**config.mk**
```make
export PLATFORM = sky130hd
export DESIGN_NAME = fbdpt_update
export DESIGN_NICKNAME = d
export VERILOG_FILES = /design/src/hw/rtl/fbdpt_pkg.sv /design/src/hw/rtl/fbdpt_update.sv
export SDC_FILE = /design/constraint.sdc
export NUM_CORES = 1
export LEC_CHECK = 0
export ABC_AREA = 1
export BUFFER_PORTS_ARGS = -buffer_cell sky130_fd_sc_hd__buf_4
export CAP_MARGIN = 20
export CORE_MARGIN = 2
export CORE_UTILIZATION = 53
export DETAILED_ROUTE_END_ITERATION = 12
export PLACE_DENSITY_LB_ADDON = 0.25
export RECOVER_POWER = 50
export SETUP_SLACK_MARGIN = 0.3
export SYNTH_ARGS = -nofsm -noshare
export SYNTH_HDL_FRONTEND = slang
export SYNTH_SLANG_ARGS = --single-unit
```
**constraint.sdc**
```tcl
create_clock -name vclk -period 4.42
set_clock_uncertainty 0.15 [all_clocks]
set_input_delay 0.663 -clock vclk [all_inputs]
set_output_delay 0.663 -clock vclk [all_outputs]
set_load 0.01 [all_outputs]
```
**src/hw/rtl/fbdpt_pkg.sv**
```systemverilog
// Package: constants, phase encoding and state type for the four-button debouncer.
package fbdpt_pkg;

  localparam int NUM_BUTTONS = 4;
  localparam int TIME_BITS   = 32;
  localparam int SETTLE_BITS = 16;

  // settle time after reset, in milliseconds
  localparam logic [SETTLE_BITS-1:0] SETTLE_RESET = SETTLE_BITS'(40);
  // odd buttons start with their flag set
  localparam logic [NUM_BUTTONS-1:0] FLAG_RESET = NUM_BUTTONS'(8'hAA);

  // per-button debounce phase
  typedef enum logic [1:0] {
    PH_UP      = 2'd0,
    PH_FALLING = 2'd1,
    PH_DOWN    = 2'd2,
    PH_RISING  = 2'd3
  } phase_t;

  // everything that carries from one poll to the next
  typedef struct packed {
    phase_t [NUM_BUTTONS-1:0] phase;
    logic [TIME_BITS-1:0]     timer_start;
    logic [NUM_BUTTONS-1:0]   flags;
    logic                     indicator;
  } fbdpt_state_t;

endpackage

```
**src/hw/rtl/fbdpt_update.sv**
```systemverilog
// Combinational update of all debounce machines, shared timer, flags and indicator.
module fbdpt_update
  import fbdpt_pkg::*;
(
  input  fbdpt_state_t           state_cur,
  input  logic [NUM_BUTTONS-1:0] raw_levels,
  input  logic [TIME_BITS-1:0]   now_ms,
  input  logic [SETTLE_BITS-1:0] settle_ms,
  output fbdpt_state_t           state_nxt
);

  logic [TIME_BITS-1:0]   elapsed;
  logic                   base_pass;
  logic                   settle_zero;
  logic [NUM_BUTTONS-1:0] press;
  logic [NUM_BUTTONS-1:0] release_evt;
  logic                   any_pass;
  phase_t [NUM_BUTTONS-1:0] phase_nxt;
  logic [NUM_BUTTONS-1:0] flags_nxt;
  logic                   ind_nxt;

  // Timer check: the first check in a poll sees the stored start; once one
  // passes the timer restarts at now, so later checks see zero elapsed.
  assign elapsed     = now_ms - state_cur.timer_start;
  assign base_pass   = (elapsed >= TIME_BITS'(settle_ms));
  assign settle_zero = (settle_ms == '0);

  // Phase transitions, walked in button order
  always_comb begin
    logic passed;
    logic chk;
    logic high;
    passed      = 1'b0;
    press       = '0;
    release_evt = '0;
    phase_nxt   = state_cur.phase;
    for (int k = 0; k < NUM_BUTTONS; k++) begin
      high = raw_levels[k];
      chk  = passed ? settle_zero : base_pass;
      case (state_cur.phase[k])
        PH_UP: begin
          if (!high) phase_nxt[k] = PH_FALLING;
        end
        PH_DOWN: begin
          if (high) phase_nxt[k] = PH_RISING;
        end
        PH_FALLING: begin
          if (chk) begin
            passed = 1'b1;
            if (!high) begin
              phase_nxt[k] = PH_DOWN;
              press[k]     = 1'b1;
            end else begin
              phase_nxt[k] = PH_UP;
            end
          end
        end
        default: begin
          if (chk) begin
            passed = 1'b1;
            if (high) begin
              phase_nxt[k]   = PH_UP;
              release_evt[k] = 1'b1;
            end else begin
              phase_nxt[k] = PH_DOWN;
            end
          end
        end
      endcase
    end
    any_pass = passed;
  end

  // Flag toggles and indicator, applied in button order
  always_comb begin
    int partner;
    flags_nxt = state_cur.flags;
    ind_nxt   = state_cur.indicator;
    for (int k = 0; k < NUM_BUTTONS; k++) begin
      partner = k ^ 1;
      if (press[k]) begin
        ind_nxt = 1'b1;
        if (!flags_nxt[k]) begin
          flags_nxt[k] = 1'b1;
          if (partner < NUM_BUTTONS) flags_nxt[partner] = ~flags_nxt[partner];
        end
      end
      if (release_evt[k]) ind_nxt = 1'b0;
    end
  end

  always_comb begin
    state_nxt             = state_cur;
    state_nxt.phase       = phase_nxt;
    state_nxt.flags       = flags_nxt;
    state_nxt.indicator   = ind_nxt;
    state_nxt.timer_start = any_pass ? now_ms : state_cur.timer_start;
  end

endmodule

```
==> run metrics, run 1 <==
Error=[ERROR GRT-0232] Routing congestion too high. Check the congestion heatmap in the GUI.; Rows=31; synth unique cells=36; main combinational cell family by area after synthesis=simple AND/OR/NAND/NOR gates; Syn. warnings=0; synthesized area=3890 um2; Die Span Y=89.7 um; remaining global-route overflow=762; Final HPWL DP=11300 um; Synth Area in Simple Gates=0.490; starting density of the core=0.542; Final Wtd Congestion=0.961; largest net degree at the start of global routing=16; hold-fix buffer count after cts=0; worst_ep grt=state_nxt[0]; port bufs=142; WEP type=output port; placed cell count=1079; Compound-Gate Fraction of Synth Area=0.112; syn avg cell area=4.92 um2; outcome=stopped before the end; post-synthesis mux area share=0.00290; Die Wd=89.7 um; Post-Synth XOR/XNOR Area=0.0383; adder-cell share of the synthesized area=0.156; failing step=global routing (5_1_grt); GRT Total Usage=0.956; Seq/Total Area, Yosys=0; I/O Pins=142; Mapped Nets=936; Syn Inst Count=791
[cell usage after synthesis, drive strengths merged]
library cell,number,area share
a22oi,2,0.0039
or2,1,0.0016
and3,1,0.0016
nor3,7,0.014
ha,47,0.15
nand4,15,0.026
nand3b,2,0.0039
o21ai,11,0.014
nand2,279,0.28
a211oi,1,0.0019
xor2,12,0.027
buf,9,0.017
nand3,34,0.048
a31oi,3,0.0048
and2,3,0.0048
clkinv,1,0.00096
inv,189,0.18
fa,1,0.0051
o211ai,1,0.0019
xnor2,5,0.011
mux2,1,0.0029
nor2,100,0.11
nor4,2,0.0032
o21bai,3,0.0058
a21oi,61,0.079
[what timing repair did]
| action | 4_1_cts |
|---|---|
| gates resized for setup | 67 |
| cloned | 5 |
| setup buffers | 15 |
| endpoints found under the setup margin | 45 |
| hold endpoints to repair | 0 |
| pin swaps | 26 |
[cell families after synthesis]
group	count (synthesis)
AO/OA/AOI/OAI	82
XOR/XNOR	17
adder cells (fa/ha/maj)	48
buffers and inverters	199
multiplexers	1
AND/OR/NAND/NOR	444
[layer usage]
| metal | GRT overflow | GRT usage |
|---|---|---|
| met4 | 134 | 1.13 |
| met2 | 622 | 1.40 |
| met3 | 3 | 0.574 |
| met1 | 3 | 0.824 |
| met5 | 0 | 0.0260 |
[through the flow]
step	area, um2	util	setup WS, ns	hold slack, ns
floorplan	4010	-	0.232	1.28
global placement	5580	0.777	-0.176	1.47
detailed placement	5580	0.777	-0.366	1.49
CTS	6100	0.850	-0.278	1.50
==> inputs of run 2 (changes only) <==
Settings changed: CORE_UTILIZATION 53 to 40, PLACE_DENSITY_LB_ADDON 0.25 to 0.15, SETUP_SLACK_MARGIN 0.3 to not set.
==> run 2 against run 1 <==
The flow now finishes, with violations (setup timing). Synthesized cell count stayed put. Synthesized area unchanged.
==> run metrics, run 2 <==
outcome=finished with violations (was stopped before the end); failing checks=setup timing; global-route wire length before repair=22200 um; post-synth top area share=0.258 (unchanged); most common cell after layout, fill and taps aside=nand2_1; Seq/Total Area, Yosys=0 (unchanged); largest area contributor in the netlist=nand2_1 (unchanged); top cells by area, synth=nand2_1 26%, inv_1 17%, ha_1 15%, nor2_1 8.3%, a21oi_1 7.7% (unchanged); Antenna Nets Post-Route=0; drc violations=0; vias in the first global route=5193; First DRT Iteration DRCs=325; Die Wd=103 um (was 89.7 um); # nets final=1185; core area=9330 um2; Mapped Nets=936 (unchanged); setup ws final=-0.260 ns; Die Span Y=103 um (was 89.7 um); Max Cap Violations=0; starting density of the core=0.417 (was 0.542); DRT Pass-1 Iters=7; CP endpoint kind=output port; WS Path Type=in2out; # setup viols final=40; Final HPWL DP=10400 um (was 11300 um); Cell Area, Placed=5620 um2 (was 5580 um2); port bufs=142 (unchanged); Min Hold Slack=1.48 ns; Final min period=4.68 ns; FMAX=214 MHz; RSZ-0062 raised after global routing=yes; final hold violation count=0; Multi-input gate area=4040 um2; drt total wl=15900 um; Inserted Diodes=0; layout cells sized above 1=0.461; period utilization=1.06; WP data required=3.61 ns; synthesized area=3890 um2 (unchanged); Worst IR Drop VDD=0.0600 mV; antenna violations before repair=0; Fillers=712; Worst setup SP type=primary input; final sequential cell count=0; WL per Instance=13.6 um; setup TNS=-6.30 ns; hold-fix buffer count after cts=0 (unchanged); fin area=7070 um2; synth cell count leaders=267 x nand2_1, 181 x inv_1, 86 x nor2_1 (unchanged); most common cell in the netlist=nand2_1 (unchanged); pwr dens=135 nW/um2; clock buf count=0; Place WS=-0.347 ns (was -0.366 ns); Worst Tran Pin Value=0.452 ns; Worst EP arrival=3.87 ns; Syn Inst Count=791 (unchanged); Die ar.=10500 um2; Final Power=954 uW; largest net degree at the start of global routing=18; Min-Delay Path Class=in2out; register area=0 um2; vias per cell=4.91; commonest non-fill, non-tap cells in the layout=220 x nand2_1, 218 x buf_4, 153 x inv_1, 48 x nor2_1, 43 x nand2_2; remaining global-route overflow=0; Static Leak=3.96 nW; synth unique cells=36 (unchanged); I/O Pins=142 (unchanged); P&R area growth vs syn=81.9%; Syn. warnings=0 (unchanged); Pins Over Slew Limit=0; crit path max fanout=8; syn avg cell area=4.92 um2 (unchanged); via count=5731; GRT Total Usage=0.253; Relative slew margins=0.699; Rows=35 (was 31); Final Wtd Congestion=0.948 (was 0.961)
run 2: cell counts after synthesis:
No cell type changed its count.
run 2: power by group:
group / internal, mW / switching, mW / leakage (nW)
Clock: 0 / 0 / 0
Combinational: 0.456 / 0.497 / 3.96
Sequential: 0 / 0 / 0
run 2: per-stage QoR:
step / cells / utilization
finish: 1167 / 0.758
global route: 1167 / 0.758
CTS: 1156 / 0.687
detailed placement: 1126 / 0.603
global placement: 1126 / 0.603
floorplan: 791 / -
run 2: repair_timing:
item / 4_1_cts / 5_1_grt
gates resized for setup: 130 / 156
setup buffers: 28 / 10
gates cloned: 3 / 3
setup endpoints to repair: 45 / 45
pin swaps: 42 / 45
run 2: cell families (layout without fill, tap and decap cells):
logic type,count (synthesis),count (layout),share of synthesized area
AOI/OAI and AO/OA,82,82,0.112
xor gates and xnor gates,17,17,0.0383
adders and majority gates,48,48,0.156
buffers and inverters,199,445,0.200
muxes,1,1,0.00290
and+or+nand+nor,444,445,0.490
run 2: critical path, cell delays in order:
cell and delay (ns):
buf_4 0.10, inv_4 0.04, ha_4 0.28, buf_6 0.12, nand2_2 0.07, buf_4 0.15, nor2_4 0.11, nand4_1 0.16
nand3_2 0.16, xor2_2 0.11, ha_2 0.19, a21oi_2 0.14, nor2_2 0.05, a211oi_2 0.16, nand2_1 0.09, nor2_1 0.10
nand2_1 0.05, nor2_1 0.08, nand2_1 0.09, nor2_4 0.11, nand2_4 0.11, nand2_8 0.17, clkbuf_16 0.21, nor2_1 0.05
a21oi_1 0.14, buf_4 0.15
run 2: final timing paths:
| kind | end | slack (ns) | cells after the start | startpoint |
|---|---|---|---|---|
| setup / recovery | state_nxt[13] | -0.26 | 26 | state_cur[16] |
| hold / removal | state_nxt[5] | 1.48 | 4 | state_cur[5] |
run 2: cell type report:
cell class	instances	area share
Inverter	190	0.104
Multi-Input combinational cell	593	0.571
Tap cell	129	0.0228
Timing Repair Buffer	255	0.302
run 2: per-layer routing:
| metal | track usage | vias to the layer above | part of all wire |
|---|---|---|---|
| met4 | 0.0636 | 0 | 0.042 |
| met5 | 0 | - | 0 |
| met1 | 0.310 | 2542 | 0.41 |
| li1 | - | 2908 | - |
| met2 | 0.479 | 218 | 0.49 |
| met3 | 0.0156 | 63 | 0.056 |
(Power assumes the default switching activity.)
